## config.mk

```make
export PLATFORM = sky130hd
export DESIGN_NAME = magic_framed_packet_deframer_top
export DESIGN_NICKNAME = d
export VERILOG_FILES = /design/src/hdl/mfpd_pkg.sv /design/src/hdl/mfpd_front.sv /design/src/hdl/mfpd_queue.sv /design/src/hdl/mfpd_back.sv /design/src/hdl/magic_framed_packet_deframer_top.sv
export VERILOG_INCLUDE_DIRS = /design/src /design/src/hdl
export SDC_FILE = /design/constraint.sdc
export NUM_CORES = 1
export LEC_CHECK = 0
export BUFFER_PORTS_ARGS = -buffer_cell sky130_fd_sc_hd__buf_2
export CORE_MARGIN = 2
export CORE_UTILIZATION = 55
export CTS_BUF_LIST = sky130_fd_sc_hd__clkbuf_4
export DETAILED_ROUTE_END_ITERATION = 10
export PLACE_DENSITY_LB_ADDON = 0.2
export REMOVE_ABC_BUFFERS = 1
export SETUP_SLACK_MARGIN = 0.1
export SLEW_MARGIN = 20
export SYNTH_ARGS = -nofsm -noshare
export SYNTH_HDL_FRONTEND = slang
export SYNTH_SLANG_ARGS = --single-unit
```

## constraint.sdc

```tcl
create_clock -name clk -period 16.72 [get_ports clk]
set_input_delay 0.836 -clock clk [delete_from_list [all_inputs] [get_ports clk]]
set_output_delay 0.836 -clock clk [all_outputs]
set_load 0.02 [all_outputs]
```

## src/hdl/magic_framed_packet_deframer_top_macros.svh

```systemverilog
// ----------------------------------------------------------------------------
// Deframer assertion macros
// Concurrent assertion wrappers clocked on clk and disabled in reset.
// ----------------------------------------------------------------------------
`ifndef MAGIC_FRAMED_PACKET_DEFRAMER_TOP_MACROS_SVH
`define MAGIC_FRAMED_PACKET_DEFRAMER_TOP_MACROS_SVH

`ifndef SYNTH
`define MFPD_ASSERT_IMPL(lbl, ante, cons, msg) \
  lbl: assert property (@(posedge clk) disable iff (!rst_n) (ante) |-> (cons)) else $error(msg);
`define MFPD_ASSERT_NEXT(lbl, ante, cons, msg) \
  lbl: assert property (@(posedge clk) disable iff (!rst_n) (ante) |=> (cons)) else $error(msg);
`else
`define MFPD_ASSERT_IMPL(lbl, ante, cons, msg)
`define MFPD_ASSERT_NEXT(lbl, ante, cons, msg)
`endif

`endif

```

## src/hdl/mfpd_pkg.sv

```systemverilog
// ----------------------------------------------------------------------------
// Deframer package
// Shared types, frame constants and verdict codes.
// ----------------------------------------------------------------------------
package mfpd_pkg;

  localparam logic [7:0] MAGIC_0 = 8'h45;
  localparam logic [7:0] MAGIC_1 = 8'h67;
  localparam logic [7:0] TAIL_0  = 8'h89;
  localparam logic [7:0] TAIL_1  = 8'hAB;

  localparam logic [23:0] MAX_LEN_RESET = 24'h010000;

  localparam logic [2:0] ST_OK         = 3'd0;
  localparam logic [2:0] ST_HEAD_MAGIC = 3'd1;
  localparam logic [2:0] ST_LENGTH     = 3'd2;
  localparam logic [2:0] ST_TAIL       = 3'd3;
  localparam logic [2:0] ST_SHORT      = 3'd4;

  typedef enum logic [2:0] {
    PH_HEADER  = 3'b001,
    PH_DATA    = 3'b010,
    PH_DISCARD = 3'b100
  } phase_t;

  typedef struct packed {
    logic        has_pay;
    logic        has_ver;
    logic [7:0]  data_byte;
    logic        section;
    logic [2:0]  status;
    logic [31:0] session;
    logic [15:0] command;
    logic [15:0] head_length;
    logic [31:0] body_length;
  } entry_t;

endpackage

```

## src/hdl/mfpd_front.sv

```systemverilog
// ----------------------------------------------------------------------------
// Deframer front end
// Parses the byte stream and turns payload and verdict bytes into queue entries.
// ----------------------------------------------------------------------------
module mfpd_front (
  input  logic            clk,
  input  logic            rst_n,
  input  logic            in_valid,
  input  logic [7:0]      in_data_byte,
  input  logic            in_buffer_last,
  input  logic [31:0]     in_session_id,
  input  logic            q_full,
  input  logic [23:0]     max_len,
  output logic            push,
  output mfpd_pkg::entry_t push_entry
);

  mfpd_pkg::phase_t phase_r, phase_nxt;
  logic [23:0] pos_r, pos_nxt, pos_inc;
  logic [15:0] cmd_r, cmd_nxt;
  logic [15:0] hlen_r, hlen_nxt;
  logic [31:0] blen_r, blen_nxt;
  logic [16:0] hend_r, hend_nxt;
  logic [23:0] bend_r, bend_nxt;
  logic [2:0]  pend_r, pend_nxt;
  logic        tfo_r, tfo_nxt;
  logic        acc;
  logic        has_pay, has_ver, sect, to_discard, done;
  logic [2:0]  ver_st;
  logic [32:0] lsum;

  assign acc     = in_valid && !q_full;
  assign pos_inc = pos_r + 24'd1;

  always_comb begin
    phase_nxt  = phase_r;
    pos_nxt    = pos_r;
    cmd_nxt    = cmd_r;
    hlen_nxt   = hlen_r;
    blen_nxt   = blen_r;
    hend_nxt   = hend_r;
    bend_nxt   = bend_r;
    pend_nxt   = pend_r;
    tfo_nxt    = tfo_r;
    has_pay    = 1'b0;
    has_ver    = 1'b0;
    sect       = 1'b0;
    ver_st     = mfpd_pkg::ST_OK;
    to_discard = 1'b0;
    done       = 1'b0;
    lsum       = '0;
    case (phase_r)
      mfpd_pkg::PH_HEADER: begin
        if (pos_r == '0) begin
          cmd_nxt  = '0;
          hlen_nxt = '0;
          blen_nxt = '0;
          pend_nxt = mfpd_pkg::ST_OK;
          tfo_nxt  = 1'b0;
        end
        case (pos_r[3:0])
          4'd0: if (in_data_byte != mfpd_pkg::MAGIC_0) pend_nxt = mfpd_pkg::ST_HEAD_MAGIC;
          4'd1: if (in_data_byte != mfpd_pkg::MAGIC_1) pend_nxt = mfpd_pkg::ST_HEAD_MAGIC;
          4'd2: cmd_nxt = {in_data_byte, 8'h00};
          4'd3: cmd_nxt = {cmd_r[15:8], in_data_byte};
          4'd4: hlen_nxt = {in_data_byte, 8'h00};
          4'd5: hlen_nxt = {hlen_r[15:8], in_data_byte};
          4'd6, 4'd7, 4'd8: blen_nxt = {blen_r[23:0], in_data_byte};
          4'd9: begin
            blen_nxt = {blen_r[23:0], in_data_byte};
            lsum     = {17'd0, hlen_r} + {1'b0, blen_nxt};
            hend_nxt = {1'b0, hlen_r} + 17'd10;
            bend_nxt = lsum[23:0] + 24'd10;
            if (pend_r == mfpd_pkg::ST_OK && (lsum + 33'd12) > {9'd0, max_len}) begin
              pend_nxt = mfpd_pkg::ST_LENGTH;
            end
          end
          default: ;
        endcase
      end
      mfpd_pkg::PH_DATA: begin
        if (pend_r != mfpd_pkg::ST_OK) begin
          if (pos_r == 24'd11) begin
            has_ver    = 1'b1;
            ver_st     = pend_r;
            to_discard = 1'b1;
          end
        end else if (pos_r < {7'd0, hend_r}) begin
          has_pay = 1'b1;
        end else if (pos_r < bend_r) begin
          has_pay = 1'b1;
          sect    = 1'b1;
        end else if (pos_r == bend_r) begin
          tfo_nxt = (in_data_byte == mfpd_pkg::TAIL_0);
        end else begin
          has_ver = 1'b1;
          if (tfo_r && in_data_byte == mfpd_pkg::TAIL_1) begin
            ver_st = mfpd_pkg::ST_OK;
            done   = 1'b1;
          end else begin
            ver_st     = mfpd_pkg::ST_TAIL;
            to_discard = 1'b1;
          end
        end
      end
      default: ;
    endcase

    if (phase_r == mfpd_pkg::PH_DISCARD) begin
      pos_nxt = '0;
      if (in_buffer_last) phase_nxt = mfpd_pkg::PH_HEADER;
    end else if (to_discard) begin
      pos_nxt   = '0;
      phase_nxt = in_buffer_last ? mfpd_pkg::PH_HEADER : mfpd_pkg::PH_DISCARD;
    end else if (done) begin
      pos_nxt   = '0;
      phase_nxt = mfpd_pkg::PH_HEADER;
    end else if (in_buffer_last) begin
      has_ver   = 1'b1;
      ver_st    = (pos_r < 24'd11) ? mfpd_pkg::ST_SHORT : mfpd_pkg::ST_LENGTH;
      pos_nxt   = '0;
      phase_nxt = mfpd_pkg::PH_HEADER;
    end else begin
      pos_nxt   = pos_inc;
      phase_nxt = (pos_inc >= 24'd10) ? mfpd_pkg::PH_DATA : mfpd_pkg::PH_HEADER;
    end
  end

  assign push                   = acc && (has_pay || has_ver);
  assign push_entry.has_pay     = has_pay;
  assign push_entry.has_ver     = has_ver;
  assign push_entry.data_byte   = in_data_byte;
  assign push_entry.section     = sect;
  assign push_entry.status      = ver_st;
  assign push_entry.session     = in_session_id;
  assign push_entry.command     = cmd_nxt;
  assign push_entry.head_length = hlen_nxt;
  assign push_entry.body_length = blen_nxt;

  always_ff @(posedge clk) begin
    if (!rst_n) begin
      phase_r <= mfpd_pkg::PH_HEADER;
      pos_r   <= '0;
      cmd_r   <= '0;
      hlen_r  <= '0;
      blen_r  <= '0;
      hend_r  <= '0;
      bend_r  <= '0;
      pend_r  <= mfpd_pkg::ST_OK;
      tfo_r   <= 1'b0;
    end else if (acc) begin
      phase_r <= phase_nxt;
      pos_r   <= pos_nxt;
      cmd_r   <= cmd_nxt;
      hlen_r  <= hlen_nxt;
      blen_r  <= blen_nxt;
      hend_r  <= hend_nxt;
      bend_r  <= bend_nxt;
      pend_r  <= pend_nxt;
      tfo_r   <= tfo_nxt;
    end
  end

endmodule

```

## src/hdl/mfpd_queue.sv

```systemverilog
// ----------------------------------------------------------------------------
// Deframer entry queue
// Short first-in first-out store between front end and back end.
// ----------------------------------------------------------------------------
module mfpd_queue #(
  parameter int DEPTH = 4
) (
  input  logic                         clk,
  input  logic                         rst_n,
  input  logic                         push,
  input  mfpd_pkg::entry_t             wr_entry,
  input  logic                         pop,
  output mfpd_pkg::entry_t             rd_entry,
  output logic                         full,
  output logic                         not_empty,
  output logic [$clog2(DEPTH+1)-1:0]   level
);

  localparam int PW = $clog2(DEPTH);
  localparam int LW = $clog2(DEPTH + 1);

  mfpd_pkg::entry_t q_mem [DEPTH];
  logic [PW-1:0] wr_ptr_r, wr_ptr_nxt;
  logic [PW-1:0] rd_ptr_r, rd_ptr_nxt;
  logic [LW-1:0] cnt_r, cnt_nxt;
  logic          do_push, do_pop;

  assign full      = (cnt_r == LW'(DEPTH));
  assign not_empty = (cnt_r != '0);
  assign level     = cnt_r;
  assign rd_entry  = q_mem[rd_ptr_r];
  assign do_push   = push && !full;
  assign do_pop    = pop && not_empty;

  always_comb begin
    wr_ptr_nxt = wr_ptr_r;
    rd_ptr_nxt = rd_ptr_r;
    cnt_nxt    = cnt_r;
    if (do_push) wr_ptr_nxt = (wr_ptr_r == PW'(DEPTH - 1)) ? '0 : wr_ptr_r + PW'(1);
    if (do_pop)  rd_ptr_nxt = (rd_ptr_r == PW'(DEPTH - 1)) ? '0 : rd_ptr_r + PW'(1);
    if (do_push && !do_pop) cnt_nxt = cnt_r + LW'(1);
    if (do_pop && !do_push) cnt_nxt = cnt_r - LW'(1);
  end

  always_ff @(posedge clk) begin
    if (do_push) q_mem[wr_ptr_r] <= wr_entry;
  end

  always_ff @(posedge clk) begin
    if (!rst_n) begin
      wr_ptr_r <= '0;
      rd_ptr_r <= '0;
      cnt_r    <= '0;
    end else begin
      wr_ptr_r <= wr_ptr_nxt;
      rd_ptr_r <= rd_ptr_nxt;
      cnt_r    <= cnt_nxt;
    end
  end

endmodule

```

## src/hdl/mfpd_back.sv

```systemverilog
// ----------------------------------------------------------------------------
// Deframer back end
// Expands queue entries into result transfers through an output register.
// ----------------------------------------------------------------------------
module mfpd_back (
  input  logic             clk,
  input  logic             rst_n,
  input  logic             q_valid,
  input  mfpd_pkg::entry_t q_entry,
  output logic             q_pop,
  output logic             out_valid,
  input  logic             out_stall,
  output logic             out_result_kind,
  output logic [7:0]       out_payload_byte,
  output logic             out_section,
  output logic [31:0]      out_session_tag,
  output logic [15:0]      out_command,
  output logic [15:0]      out_head_length,
  output logic [31:0]      out_body_length,
  output logic [2:0]       out_status,
  output logic             out_run_last
);

  logic        valid_r, valid_nxt;
  logic        second_r, second_nxt;
  logic        kind_r, kind_nxt;
  logic [7:0]  byte_r, byte_nxt;
  logic        sect_r, sect_nxt;
  logic [31:0] sess_r, sess_nxt;
  logic [15:0] cmd_r, cmd_nxt;
  logic [15:0] hlen_r, hlen_nxt;
  logic [31:0] blen_r, blen_nxt;
  logic [2:0]  st_r, st_nxt;
  logic        last_r, last_nxt;
  logic        load, emit_pay;

  assign load = !valid_r || !out_stall;

  always_comb begin
    valid_nxt  = valid_r;
    second_nxt = second_r;
    kind_nxt   = kind_r;
    byte_nxt   = byte_r;
    sect_nxt   = sect_r;
    sess_nxt   = sess_r;
    cmd_nxt    = cmd_r;
    hlen_nxt   = hlen_r;
    blen_nxt   = blen_r;
    st_nxt     = st_r;
    last_nxt   = last_r;
    q_pop      = 1'b0;
    emit_pay   = q_entry.has_pay && !second_r;
    if (load) begin
      valid_nxt = q_valid;
      if (q_valid) begin
        kind_nxt = !emit_pay;
        byte_nxt = emit_pay ? q_entry.data_byte : 8'h00;
        sect_nxt = emit_pay ? q_entry.section : 1'b0;
        st_nxt   = emit_pay ? mfpd_pkg::ST_OK : q_entry.status;
        sess_nxt = q_entry.session;
        cmd_nxt  = q_entry.command;
        hlen_nxt = q_entry.head_length;
        blen_nxt = q_entry.body_length;
        if (emit_pay && q_entry.has_ver) begin
          second_nxt = 1'b1;
          last_nxt   = 1'b0;
        end else begin
          second_nxt = 1'b0;
          last_nxt   = 1'b1;
          q_pop      = 1'b1;
        end
      end
    end
  end

  always_ff @(posedge clk) begin
    if (!rst_n) begin
      valid_r  <= 1'b0;
      second_r <= 1'b0;
    end else begin
      valid_r  <= valid_nxt;
      second_r <= second_nxt;
    end
  end

  always_ff @(posedge clk) begin
    kind_r <= kind_nxt;
    byte_r <= byte_nxt;
    sect_r <= sect_nxt;
    sess_r <= sess_nxt;
    cmd_r  <= cmd_nxt;
    hlen_r <= hlen_nxt;
    blen_r <= blen_nxt;
    st_r   <= st_nxt;
    last_r <= last_nxt;
  end

  assign out_valid        = valid_r;
  assign out_result_kind  = kind_r;
  assign out_payload_byte = byte_r;
  assign out_section      = sect_r;
  assign out_session_tag  = sess_r;
  assign out_command      = cmd_r;
  assign out_head_length  = hlen_r;
  assign out_body_length  = blen_r;
  assign out_status       = st_r;
  assign out_run_last     = last_r;

endmodule

```

## src/hdl/magic_framed_packet_deframer_top.sv

```systemverilog
// Path: a result passes through the queue and then the output register
// before it can transfer.
// Throughput: one byte per cycle while the queue is not full; a byte that
// yields a payload byte and a verdict holds the output for both, absorbed by the queue.
// Reset: synchronous, active low; parser returns to frame start, queue
// empties, output goes idle and the length limit returns to 65536.
// ----------------------------------------------------------------------------
// Magic-framed packet deframer
// Front end parses frames, queue decouples, back end drives result transfers.
// ----------------------------------------------------------------------------
`include "magic_framed_packet_deframer_top_macros.svh"

module magic_framed_packet_deframer_top #(
  parameter int QUEUE_DEPTH = 4
) (
  input  logic        clk,
  input  logic        rst_n,
  input  logic        cfg_wr_en,
  input  logic [23:0] cfg_wr_data,
  input  logic        in_valid,
  output logic        in_stall,
  input  logic [7:0]  in_data_byte,
  input  logic        in_buffer_last,
  input  logic [31:0] in_session_id,
  output logic        out_valid,
  input  logic        out_stall,
  output logic        out_result_kind,
  output logic [7:0]  out_payload_byte,
  output logic        out_section,
  output logic [31:0] out_session_tag,
  output logic [15:0] out_command,
  output logic [15:0] out_head_length,
  output logic [31:0] out_body_length,
  output logic [2:0]  out_status,
  output logic        out_run_last
);

  localparam int LVL_W = $clog2(QUEUE_DEPTH + 1);

  logic [23:0]      max_len_r;
  logic             push, pop, q_full, q_valid;
  logic [LVL_W-1:0] q_level;
  mfpd_pkg::entry_t push_entry, head_entry;

  always_ff @(posedge clk) begin
    if (!rst_n) begin
      max_len_r <= mfpd_pkg::MAX_LEN_RESET;
    end else if (cfg_wr_en) begin
      max_len_r <= cfg_wr_data;
    end
  end

  assign in_stall = q_full;

  mfpd_front u_front (
    .clk            (clk),
    .rst_n          (rst_n),
    .in_valid       (in_valid),
    .in_data_byte   (in_data_byte),
    .in_buffer_last (in_buffer_last),
    .in_session_id  (in_session_id),
    .q_full         (q_full),
    .max_len        (max_len_r),
    .push           (push),
    .push_entry     (push_entry)
  );

  mfpd_queue #(
    .DEPTH (QUEUE_DEPTH)
  ) u_queue (
    .clk       (clk),
    .rst_n     (rst_n),
    .push      (push),
    .wr_entry  (push_entry),
    .pop       (pop),
    .rd_entry  (head_entry),
    .full      (q_full),
    .not_empty (q_valid),
    .level     (q_level)
  );

  mfpd_back u_back (
    .clk              (clk),
    .rst_n            (rst_n),
    .q_valid          (q_valid),
    .q_entry          (head_entry),
    .q_pop            (pop),
    .out_valid        (out_valid),
    .out_stall        (out_stall),
    .out_result_kind  (out_result_kind),
    .out_payload_byte (out_payload_byte),
    .out_section      (out_section),
    .out_session_tag  (out_session_tag),
    .out_command      (out_command),
    .out_head_length  (out_head_length),
    .out_body_length  (out_body_length),
    .out_status       (out_status),
    .out_run_last     (out_run_last)
  );

  `MFPD_ASSERT_IMPL(a_level_bound, 1'b1, q_level <= LVL_W'(QUEUE_DEPTH), "queue level overrun")
  `MFPD_ASSERT_IMPL(a_pay_status, out_valid && !out_result_kind, out_status == mfpd_pkg::ST_OK, "payload with status")
  `MFPD_ASSERT_IMPL(a_ver_clean, out_valid && out_result_kind, out_payload_byte == 8'h00 && !out_section, "verdict with data")
  `MFPD_ASSERT_NEXT(a_pay_then_ver, out_valid && !out_stall && !out_result_kind && !out_run_last, out_valid && out_result_kind && out_run_last, "verdict missing after payload")

endmodule

```

==> impl_metrics.csv, run 1 <==
group,metric,value,unit
drt,num_vias,20361,
synth,synth_area_leader_cell,"edfxtp_1",
drt,vias_per_cell,5.79,
timing,fmax,172,MHz
synth,synth.area.top_cells,"edfxtp_1 53%, dfxtp_1 11%, mux4_2 7.9%",
run_status,status,"finished clean",
grt,grt.total_usage,24.3,%
power,p_comb_share,20.6,%
clocking,post_cts_resized,0,
die,start_util,55.6,%
power,p_int,3.42,mW
die,io_pins,182,
die,rows,87,
timing,final-setup-viol-count,0,
drt,drtIter0Drc,1480,
drt,drc,0,
synth,synth_edf_count,550,
setup_path,crit_arrival,6.71,ns
setup_path,r2r_end,"u_front.pend_r[1]$_SDFFE_PN0P_",
setup_path,ff2ff_path_depth,21,
clocking,clk_path_buf_depth,3,
setup_path,start_kind,"flip-flop",
die,die_w,243,um
clocking,cts_made_buffers,181,
synth,syn-cell-area,31400,um^2
setup_path,r2r_setup_slack,10.89,ns
synth,avgSynthCellArea,13.6,um^2
timing,hold_viol_final,0,
timing,drv_slew,0,
grt,grt_pass1_wl,111,mm
die,dieArea,59100,um^2
place,hpwl,45.1,mm
final_layout,seqCellArea,19900,um^2
timing,finalSetupTns,0,ns
final_layout,drive_gt1_share,22.7,%
synth,yosysMostFrequentCell,"edfxtp_1",
clocking,cts.clk_slew.worst_paths,0.07,ns
power,swShare,29.3,%
synth,ys_top_cells_by_count,"550 x edfxtp_1, 216 x nand2_1, 171 x dfxtp_1",
clocking,clk_latency,1.01,ns
power,power_frac_seq,48.0,%
timing,slew_headroom,27.7,%
timing,max_slew.worst_pin.slew,1.08,ns
place,post-place-ws,10.10,ns
die,core,56500,um^2
synth,synth.top_cell.area_share,52.6,%
power,peakVddDrop,0.116,mV
setup_path,cp_max_fo,10,
final_layout,final_nets,2790,
min_path,hold_depth,3,
drt,post_drt_wl_per_cell,20.3,um
setup_path,worstPathRequired,17.60,ns
grt,antenna_found_initial,2,
min_path,whs_endpoint,"u_back.out_valid$_SDFFE_PN0N_",
setup_path,critical_path_class,"flip-flop to flip-flop",
min_path,worstHoldPathType,"input port to flip-flop",
job,cap_violations,0,
min_path,hp-start,"out_stall",
power,clkPwrFrac,31.4,%
synth,yosysWarnings,0,
setup_path,rr_startpoint,"u_front.hlen_r[0]$_SDFFE_PN0P_",
clocking,root_buffer,"clkbuf_4",
final_layout,syn2layout_area_growth,14.4,%
synth,synthFlopType,"edfxtp_1",
die,die_h,243,um
timing,worst_slack,10.89,ns
timing,min_period,5.83,ns
grt,grt_max_degree,87,
clocking,numClockSinks,721,
grt,overflow,0,
synth,postSynthCellCount,2316,
final_layout,multiInputGateArea,10700,um^2
place,io_buffers,181,
timing,clock_skew,0.0630,ns
synth,ys_seq_area_share,63.4,%
clocking,cts_tree,"built",
power,p_per_area,134,nW/um^2
drt,detail-route-antenna-nets,0,
synth,ys_async_sr_fraction,0,%
power,leakagePower,12.9,nW
drt,drt_wl_total,71.3,mm
timing,fin_crit_sh,34.8,%
grt,grt_pass1_vias,20386,
power,switchingPower,1.41,mW
place,place_congestion,0.891,
timing,rsz0062_at_grt,"false",
synth,ys_ff_latch,721,
setup_path,cp-end-kind,"flip-flop",
final_layout,num-fill-cells,4217,
synth,yosysUniqueCellTypes,77,
clocking,htreeDepth,4,
drt,first_pass_iters,5,
## sequential cells by signal, indices dropped and copies added (netlist names), 2 cells and up, named ones only
name,flops
u_back.out_head_length,16
u_front.pend_r,3
u_back.out_command,16
u_front.hlen_r,16
u_front.pos_r,24
u_front.phase_r,3
u_back.out_session_tag,32
u_front.bend_r,24
u_back.out_body_length,32
u_back.out_status,3
u_queue.rd_ptr_r,2
u_front.blen_r,32
u_queue.wr_ptr_r,2
max_len_r,24
u_queue.level,3
u_front.hend_r,17
u_queue.q_mem,440
u_front.cmd_r,16
u_back.out_payload_byte,8
## layout by cell type (no fill, tap or decap), types with 30 or more instances in the layout
cell type / n
dlygate4sd3_1: 56
nor2_1: 135
nor3_1: 42
ha_1: 94
buf_2: 181
edfxtp_1: 550
o21ai_0: 46
nand2_1: 216
and3_1: 40
a211oi_1: 33
clkbuf_4: 259
mux4_2: 110
a22o_1: 62
dfxtp_1: 169
mux2i_1: 30
nand3_1: 53
xnor2_1: 62
inv_1: 90
clkinv_1: 38
a21oi_1: 138
## timing repair
item / in CTS / in global routing
buffers inserted: 0 / 0
hold buffers: 56 / 0
endpoints found under the hold margin: 152 / 0
## logic make-up (layout without fill, tap and decap cells)
family | after synthesis | in the layout | share of synthesized area (%)
buffers and inverters | 220 | 662 | 2.65
other | 0 | 3 | 0
XOR/XNOR | 90 | 90 | 2.56
AO/OA/AOI/OAI | 424 | 424 | 9.05
multiplexers | 142 | 142 | 8.91
flip-flops | 721 | 721 | 63.4
AND/OR/NAND/NOR | 623 | 623 | 9.53
adder cells (fa/ha/maj) | 96 | 96 | 3.87
## power groups by stage
stage                     logic, mW  registers [mW]  clock network [mW]
final                         0.996            2.32                1.52
after global routing           1.07            2.34                1.65
after CTS                     0.987            2.34                1.56
after detailed placement      0.975            2.38                   0
after global placement        0.957            2.37                   0
after floorplan               0.479            2.61                   0
## area by class of cell
type / instances / share of cell area (%)
well taps: 756 / 2.63
flip-flops and latches: 721 / 55.5
clock buffers: 259 / 5.41
multi-input cells: 1375 / 29.8
repair buffers: 254 / 4.49
diodes: 3 / 0.0209
inverters: 91 / 0.957
clock inverters: 58 / 1.23
## worst max path at each step
stage                                    from                              to  slack (ns)  depth (start not counted)
2_1_floorplan                       out_stall   u_queue.level[2]$_SDFFE_PN0P_        8.37                          9
3_3_place_gp                  in_data_byte[0]  u_front.pend_r[1]$_SDFFE_PN0P_       10.12                         22
3_5_place_dp                  in_data_byte[0]  u_front.pend_r[1]$_SDFFE_PN0P_       10.10                         22
4_1_cts        u_front.hlen_r[0]$_SDFFE_PN0P_  u_front.pend_r[1]$_SDFFE_PN0P_       10.90                         21
5_1_grt        u_front.hlen_r[0]$_SDFFE_PN0P_  u_front.pend_r[1]$_SDFFE_PN0P_       10.43                         21
6_report       u_front.hlen_r[0]$_SDFFE_PN0P_  u_front.pend_r[1]$_SDFFE_PN0P_       10.89                         21
## worst max-delay path, stage by stage, from the launching register on
cell	delay, ns
dfxtp_1	0.35
ha_1	0.23
fa_1	0.41
a21o_1	0.20
a221oi_2	0.56
o21ai_1	0.21
xnor2_1	0.33
or4b_4	0.65
or3_4	0.45
nor3_1	0.32
nand3b_1	0.15
xnor2_1	0.17
ha_1	0.20
a21oi_1	0.14
nor2b_1	0.05
o21ai_0	0.14
nand2b_1	0.07
a21oi_1	0.15
a31oi_1	0.15
a311o_1	0.35
o41ai_1	0.34
o211ai_1	0.13
## through the flow
stage               util (%)  std cells  total power, mW  cell area [um^2]  hold slack (ns)
floorplan                  -       2187             3.09             30900            0.432
global placement        58.4       3140             3.33             33000            0.442
detailed placement      58.4       3140             3.36             33000            0.447
CTS                     63.6       3513             4.89             35900           0.0252
global route            63.6       3517             5.05             36000           0.0761
finish                  63.6       3517             4.83             36000            0.148
## layer usage
metal	vias up	track usage [%]	wire [um]
met1	10029	32.4	30800
met2	684	38.7	34200
met4	0	9.91	2010
met3	117	5.77	4330
li1	9531	-	-
met5	-	0	0
(Power assumes the default switching activity.)
==> run 2, diff against run 1 <==
clock period = 5.1 ns   (was 16.72 ns; I/O delays follow)
==> run 2 against run 1 <==
  * Wire length is 4.6% higher
  * Critical path type unchanged
  * Worst hold slack better by 0.061 ns
  * Largest cell class unchanged
  * Clock-buffer cell count increased by 6
  * Largest power group unchanged
  * Die area unchanged
  * Maximum frequency up 18%
  * Clock power grew to 3.2 times the previous value
==> impl_metrics.csv, run 2 (synthesis results as in run 1) <==
group,metric,value,unit
setup_path,cp-end-kind,"flip-flop",
timing,max_slew.worst_pin.slew,1.02,ns
die,die_h,243,um
setup_path,critPathSlowestCell,"or4b_4",
drt,vias_per_cell,5.67,
power,power_frac_seq,47.4,%
clocking,cts.clk_slew.worst_paths,0.07,ns
final_layout,final_common_cell,"edfxtp_1",
die,die_w,243,um
clocking,clk_path_buf_depth,3,
die,rows,87,
timing,hold_viol_final,0,
grt,overflow,0,
timing,drv_slew,0,
grt,grt.total_usage,25.7,%
timing,finalSetupTns,0,ns
drt,drt_wl_total,74.6,mm
power,p_comb_share,21.9,%
drt,drc,0,
die,core,56500,um^2
drt,drtIter0Drc,1395,
power,p_int,11.2,mW
power,p_per_area,419,nW/um^2
grt,grt_pass1_vias,21843,
place,place_inst,3231,
final_layout,largest_reg_flops,440,
power,peakVddDrop,0.530,mV
setup_path,critPathMaxStageDelay,0.53,ns
clocking,root_buffer,"clkbuf_4",
final_layout,postLayoutCoreUtil,67.3,%
timing,final-setup-viol-count,0,
timing,clock_skew,0.0842,ns
min_path,worstHoldPathType,"input port to flip-flop",
clocking,clk_latency,1.01,ns
timing,hold_ws,0.209,ns
place,io_buffers,181,
final_layout,num-fill-cells,4016,
timing,fin_crit_sh,96.4,%
timing,min_period,4.92,ns
place,hpwl,47.9,mm
grt,grt_max_degree,112,
timing,fmax,203,MHz
setup_path,worstPathRequired,5.92,ns
clocking,cts_tree,"built",
grt,antenna_found_initial,2,
clocking,htreeDepth,4,
drt,first_pass_iters,5,
setup_path,path_cells,"ha_2 > fa_2 > a21o_1 > a221oi_2 > buf_4 > xnor2_2 > a21bo_2 > or4b_4 > or3_4 > nor4b_4 > nand2_1 > xnor2_1 > ha_1 > nand4_1 > nor4_2 > nand2_1 > o21ai_0 > a31oi_1 > a311o_1 > o41ai_2 > o211ai_1",
setup_path,start_kind,"flip-flop",
grt,grt_pass1_wl,118,mm
power,switchingPower,4.69,mW
power,swShare,29.5,%
final_layout,final_nets,3000,
place,post-place-ws,-0.276,ns
drt,detail-route-antenna-nets,0,
setup_path,critical_path_class,"flip-flop to flip-flop",
die,dieArea,59100,um^2
setup_path,crit_arrival,5.74,ns
run_status,status,"finished clean",
timing,rsz0062_at_grt,"true",
clocking,numClockSinks,721,
final_layout,fin_cells,3733,
final_layout,drive_gt1_share,24.6,%
drt,num_vias,21184,
job,cap_violations,0,
setup_path,cp_max_fo,3,
place,place_congestion,0.887,
die,io_pins,182,
final_layout,layout_common_cells,"550 x edfxtp_1, 265 x clkbuf_4, 215 x nand2_1, 181 x buf_2, 174 x dlygate4sd3_1",
clocking,cts_made_buffers,181,
timing,worst_slack,0.182,ns
setup_path,crit_top_cell,"nand2_1",
drt,post_drt_wl_per_cell,20.0,um
timing,slew_headroom,31.7,%
power,leakagePower,13.9,nW
final_layout,largest-register,"u_queue.q_mem",
die,start_util,55.6,%
power,clkPwrFrac,30.7,%
final_layout,syn2layout_area_growth,20.9,%
run 2: cell count changes in the layout (fill, tap and decap cells not counted), moves of 2 or more:
cell,before,now
buf_12,0,16
buf_4,16,93
nor3_1,42,40
clkinv_1,38,36
clkinv_2,4,9
dlygate4sd3_1,56,174
inv_2,2,4
clkbuf_4,259,265
clkinv_4,3,1
bufinv_16,7,4
run 2: worst paths after layout:
check / start / end / slack, ns / depth (start not counted)
max: u_front.hlen_r[0]$_SDFFE_PN0P_ / u_front.pend_r[1]$_SDFFE_PN0P_ / 0.18 / 21
min: in_data_byte[4] / u_queue.q_mem[3][104]$_DFFE_PP_ / 0.21 / 3
min reg2reg: u_front.bend_r[3]$_SDFFE_PN0P_ / u_front.bend_r[3]$_SDFFE_PN0P_ / 0.45 / 2
max reg2reg: u_front.hlen_r[0]$_SDFFE_PN0P_ / u_front.pend_r[1]$_SDFFE_PN0P_ / 0.18 / 21
run 2: cell type report:
class	instances	area (um^2)	share of cell area (%)
antenna	3	7.51	0.0198
clock buffer	265	1990	5.24
clock inverter	58	359	0.945
inverter	91	344	0.905
multi-input combinational	1375	10700	28.3
sequential	721	19900	52.5
tap	756	946	2.49
timing repair buffer	464	3670	9.65
run 2: layer usage:
layer | vias up | routed length (um) | GRT usage, %
met2 | 703 | 36200 | 41.9
li1 | 9958 | - | -
met4 | 0 | 2050 | 10.2
met5 | - | 0 | 0
met3 | 108 | 4320 | 5.90
met1 | 10415 | 32100 | 33.6
run 2: power groups by stage:
stage          clock network [mW]  logic (mW)  registers (mW)
2_1_floorplan                   0        1.52            8.32
3_3_place_gp                    0        3.36            7.64
3_5_place_dp                    0        3.41            7.67
4_1_cts                      5.02        3.53            7.55
5_1_grt                      5.34        3.75            7.61
6_report                     4.89        3.49            7.55
run 2: worst max-delay path: cells and delay by family, from the launching register on:
kind            cells  cell delay (ns)
flops               1             0.33
simple gates        7             1.68
xor+xnor            2             0.25
buf+inv             1             0.17
fa+ha+maj           3             0.85
compound gates      8             1.50
run 2: through the flow:
step	power (mW)	instance area, um^2
detailed placement	11.1	33800
floorplan	9.84	30900
global route	16.7	38000
CTS	16.1	38000
global placement	11.0	33800
finish	15.9	38000
run 2: what timing repair did:
action                                 in CTS  in global routing
hold buffers                              174                  0
setup endpoints to repair                   1                  1
gates resized for setup                     8                  0
pin swaps                                  10                  0
endpoints found under the hold margin     344                  0
buffers inserted                            2                  0
==> run 3, diff against run 2 <==
CORE_UTILIZATION = 46   (was 55)
RECOVER_POWER = 50   (was default)
==> run 3 against run 2 <==
  * Power rose by 0.92%
  * Via count fell by 0.11%
  * Clock power rose by 4%
  * Final cell count rose by 2.9%
  * Cell area rose by 0.25%
  * Combinational power fell by 1%
  * Sequential share of layout area fell by 0.13 points
  * Critical endpoint unchanged
  * Largest cell class unchanged
  * Highest routed layer unchanged
==> impl_metrics.csv, run 3 (synthesis results as in run 1) <==
group,metric,value,unit
run_status,status,"finished clean",
setup_path,worstPathRequired,5.90,ns
die,start_util,46.6,%
timing,clock_skew,0.0573,ns
power,fin_total_pwr,16.1,mW
drt,post_drt_wl_per_cell,19.5,um
drt,detail-route-antenna-nets,0,
final_layout,syn2layout_area_growth,21.2,%
timing,hold_ws,0.253,ns
die,die_h,265,um
timing,hold_viol_final,0,
clocking,cts_tree,"built",
setup_path,critical_path_class,"flip-flop to flip-flop",
drt,drt_wl_total,74.8,mm
die,io_pins,182,
setup_path,worstSetupStartpoint,"u_front.hlen_r[0]$_SDFFE_PN0P_",
die,dieArea,70400,um^2
min_path,hp-start,"rst_n",
timing,final-setup-viol-count,0,
timing,worst_slack,0.0358,ns
min_path,worstHoldPathType,"input port to flip-flop",
setup_path,path_cells,"ha_4 > fa_2 > a21o_1 > a221oi_2 > buf_4 > xnor2_2 > a21bo_2 > or4b_4 > or3_4 > nor4b_4 > nand2_1 > xnor2_1 > ha_1 > nand4_1 > nor4_1 > nand2_1 > o21ai_1 > a31oi_2 > a311o_1 > o41ai_2 > o211ai_1",
power,p_per_area,422,nW/um^2
grt,antenna_found_initial,1,
drt,first_pass_iters,5,
die,rows,95,
setup_path,crit_arrival,5.87,ns
clocking,htreeDepth,4,
final_layout,drive_gt1_share,25.2,%
place,post-place-ws,-0.334,ns
clocking,cts_made_buffers,186,
setup_path,critPathSlowestCell,"or4b_4",
timing,finalSetupTns,0,ns
timing,rsz0062_at_grt,"true",
clocking,cts.clk_slew.worst_paths,0.07,ns
final_layout,num-fill-cells,5550,
timing,fmax,197,MHz
timing,fin_crit_sh,99.3,%
grt,overflow,0,
place,io_buffers,181,
timing,max_slew.worst_pin.slew,0.987,ns
grt,grt.total_usage,21.3,%
grt,grt_pass1_vias,21414,
place,hpwl,48.9,mm
clocking,numClockSinks,721,
setup_path,start_kind,"flip-flop",
setup_path,critPathMaxStageDelay,0.55,ns
final_layout,largest-register,"u_queue.q_mem",
timing,min_period,5.06,ns
power,leakagePower,13.9,nW
final_layout,postLayoutCoreUtil,56.5,%
final_layout,final_nets,2991,
final_layout,layout_common_cells,"550 x edfxtp_1, 285 x clkbuf_4, 215 x nand2_1, 174 x buf_2, 168 x dfxtp_1",
grt,grt_pass1_wl,117,mm
grt,grt_max_degree,105,
drt,num_vias,21160,
die,core,67400,um^2
timing,drv_slew,0,
timing,slew_headroom,34.2,%
place,place_congestion,0.892,
drt,vias_per_cell,5.51,
drt,drc,0,
setup_path,cp_max_fo,3,
drt,drtIter0Drc,1410,
die,die_w,265,um
power,peakVddDrop,0.406,mV
setup_path,crit_top_cell,"nand2_1",
setup_path,rr_startpoint,"u_front.hlen_r[0]$_SDFFE_PN0P_",
final_layout,final_common_cell,"edfxtp_1",
job,cap_violations,0,
setup_path,cp-end-kind,"flip-flop",
clocking,root_buffer,"clkbuf_4",
final_layout,largest_reg_flops,440,
clocking,clk_latency,0.99,ns
setup_path,r2r_setup_slack,0.04,ns
clocking,clk_path_buf_depth,3,
-- run 3: through the flow --
stage	area, um^2	cells
after floorplan	30900	2187
after global placement	34000	3353
after detailed placement	34000	3353
after CTS	38100	3839
after global routing	38100	3843
final	38100	3843
-- run 3: per-layer routing --
layer,up-vias,share of wire [%],track usage [%]
li1,9916,-,-
met3,114,5.1,4.22
met4,0,2.1,7.54
met5,-,0,0
met1,10489,44,28.7
met2,641,49,34.5
-- run 3: worst paths after layout --
kind | cells past startpoint | endpoint
max | 21 | u_front.pend_r[1]$_SDFFE_PN0P_
max reg2reg | 21 | u_front.pend_r[1]$_SDFFE_PN0P_
min reg2reg | 2 | u_front.blen_r[28]$_SDFFE_PN0P_
min | 4 | u_front.pend_r[2]$_SDFFE_PN0P_
-- run 3: layout make-up --
| cell class | count | area (um^2) | area share, % |
|---|---|---|---|
| sequential | 721 | 19900 | 52.4 |
| clock buffer | 285 | 2140 | 5.62 |
| timing repair buffer | 450 | 3450 | 9.06 |
| tap | 873 | 1090 | 2.87 |
| clock inverter | 44 | 332 | 0.870 |
| antenna | 4 | 10.0 | 0.0263 |
| multi-input combinational | 1375 | 10800 | 28.3 |
| inverter | 91 | 344 | 0.903 |
-- run 3: what timing repair did --
item / in CTS / in global routing
endpoints found under the setup margin: 1 / 1
pin swaps: 22 / 0
buffers inserted: 4 / 0
hold endpoints to repair: 306 / 0
gates resized for setup: 15 / 1
hold buffers: 153 / 0
-- run 3: power by group --
part / leakage (nW) / internal, mW / switching (mW)
clock: 1.47 / 2.75 / 2.31
sequential: 6.59 / 7.31 / 0.245
combinational: 5.81 / 1.30 / 2.15
-- run 3: critical path, delay by kind of cell (launching register included) --
family	cells	cell delay [ns]
AND/OR/NAND/NOR	7	1.72
XOR/XNOR	2	0.25
flip-flops	1	0.34
buffers and inverters	1	0.18
adder cells (fa/ha/maj)	3	0.89
AO/OA/AOI/OAI	8	1.54
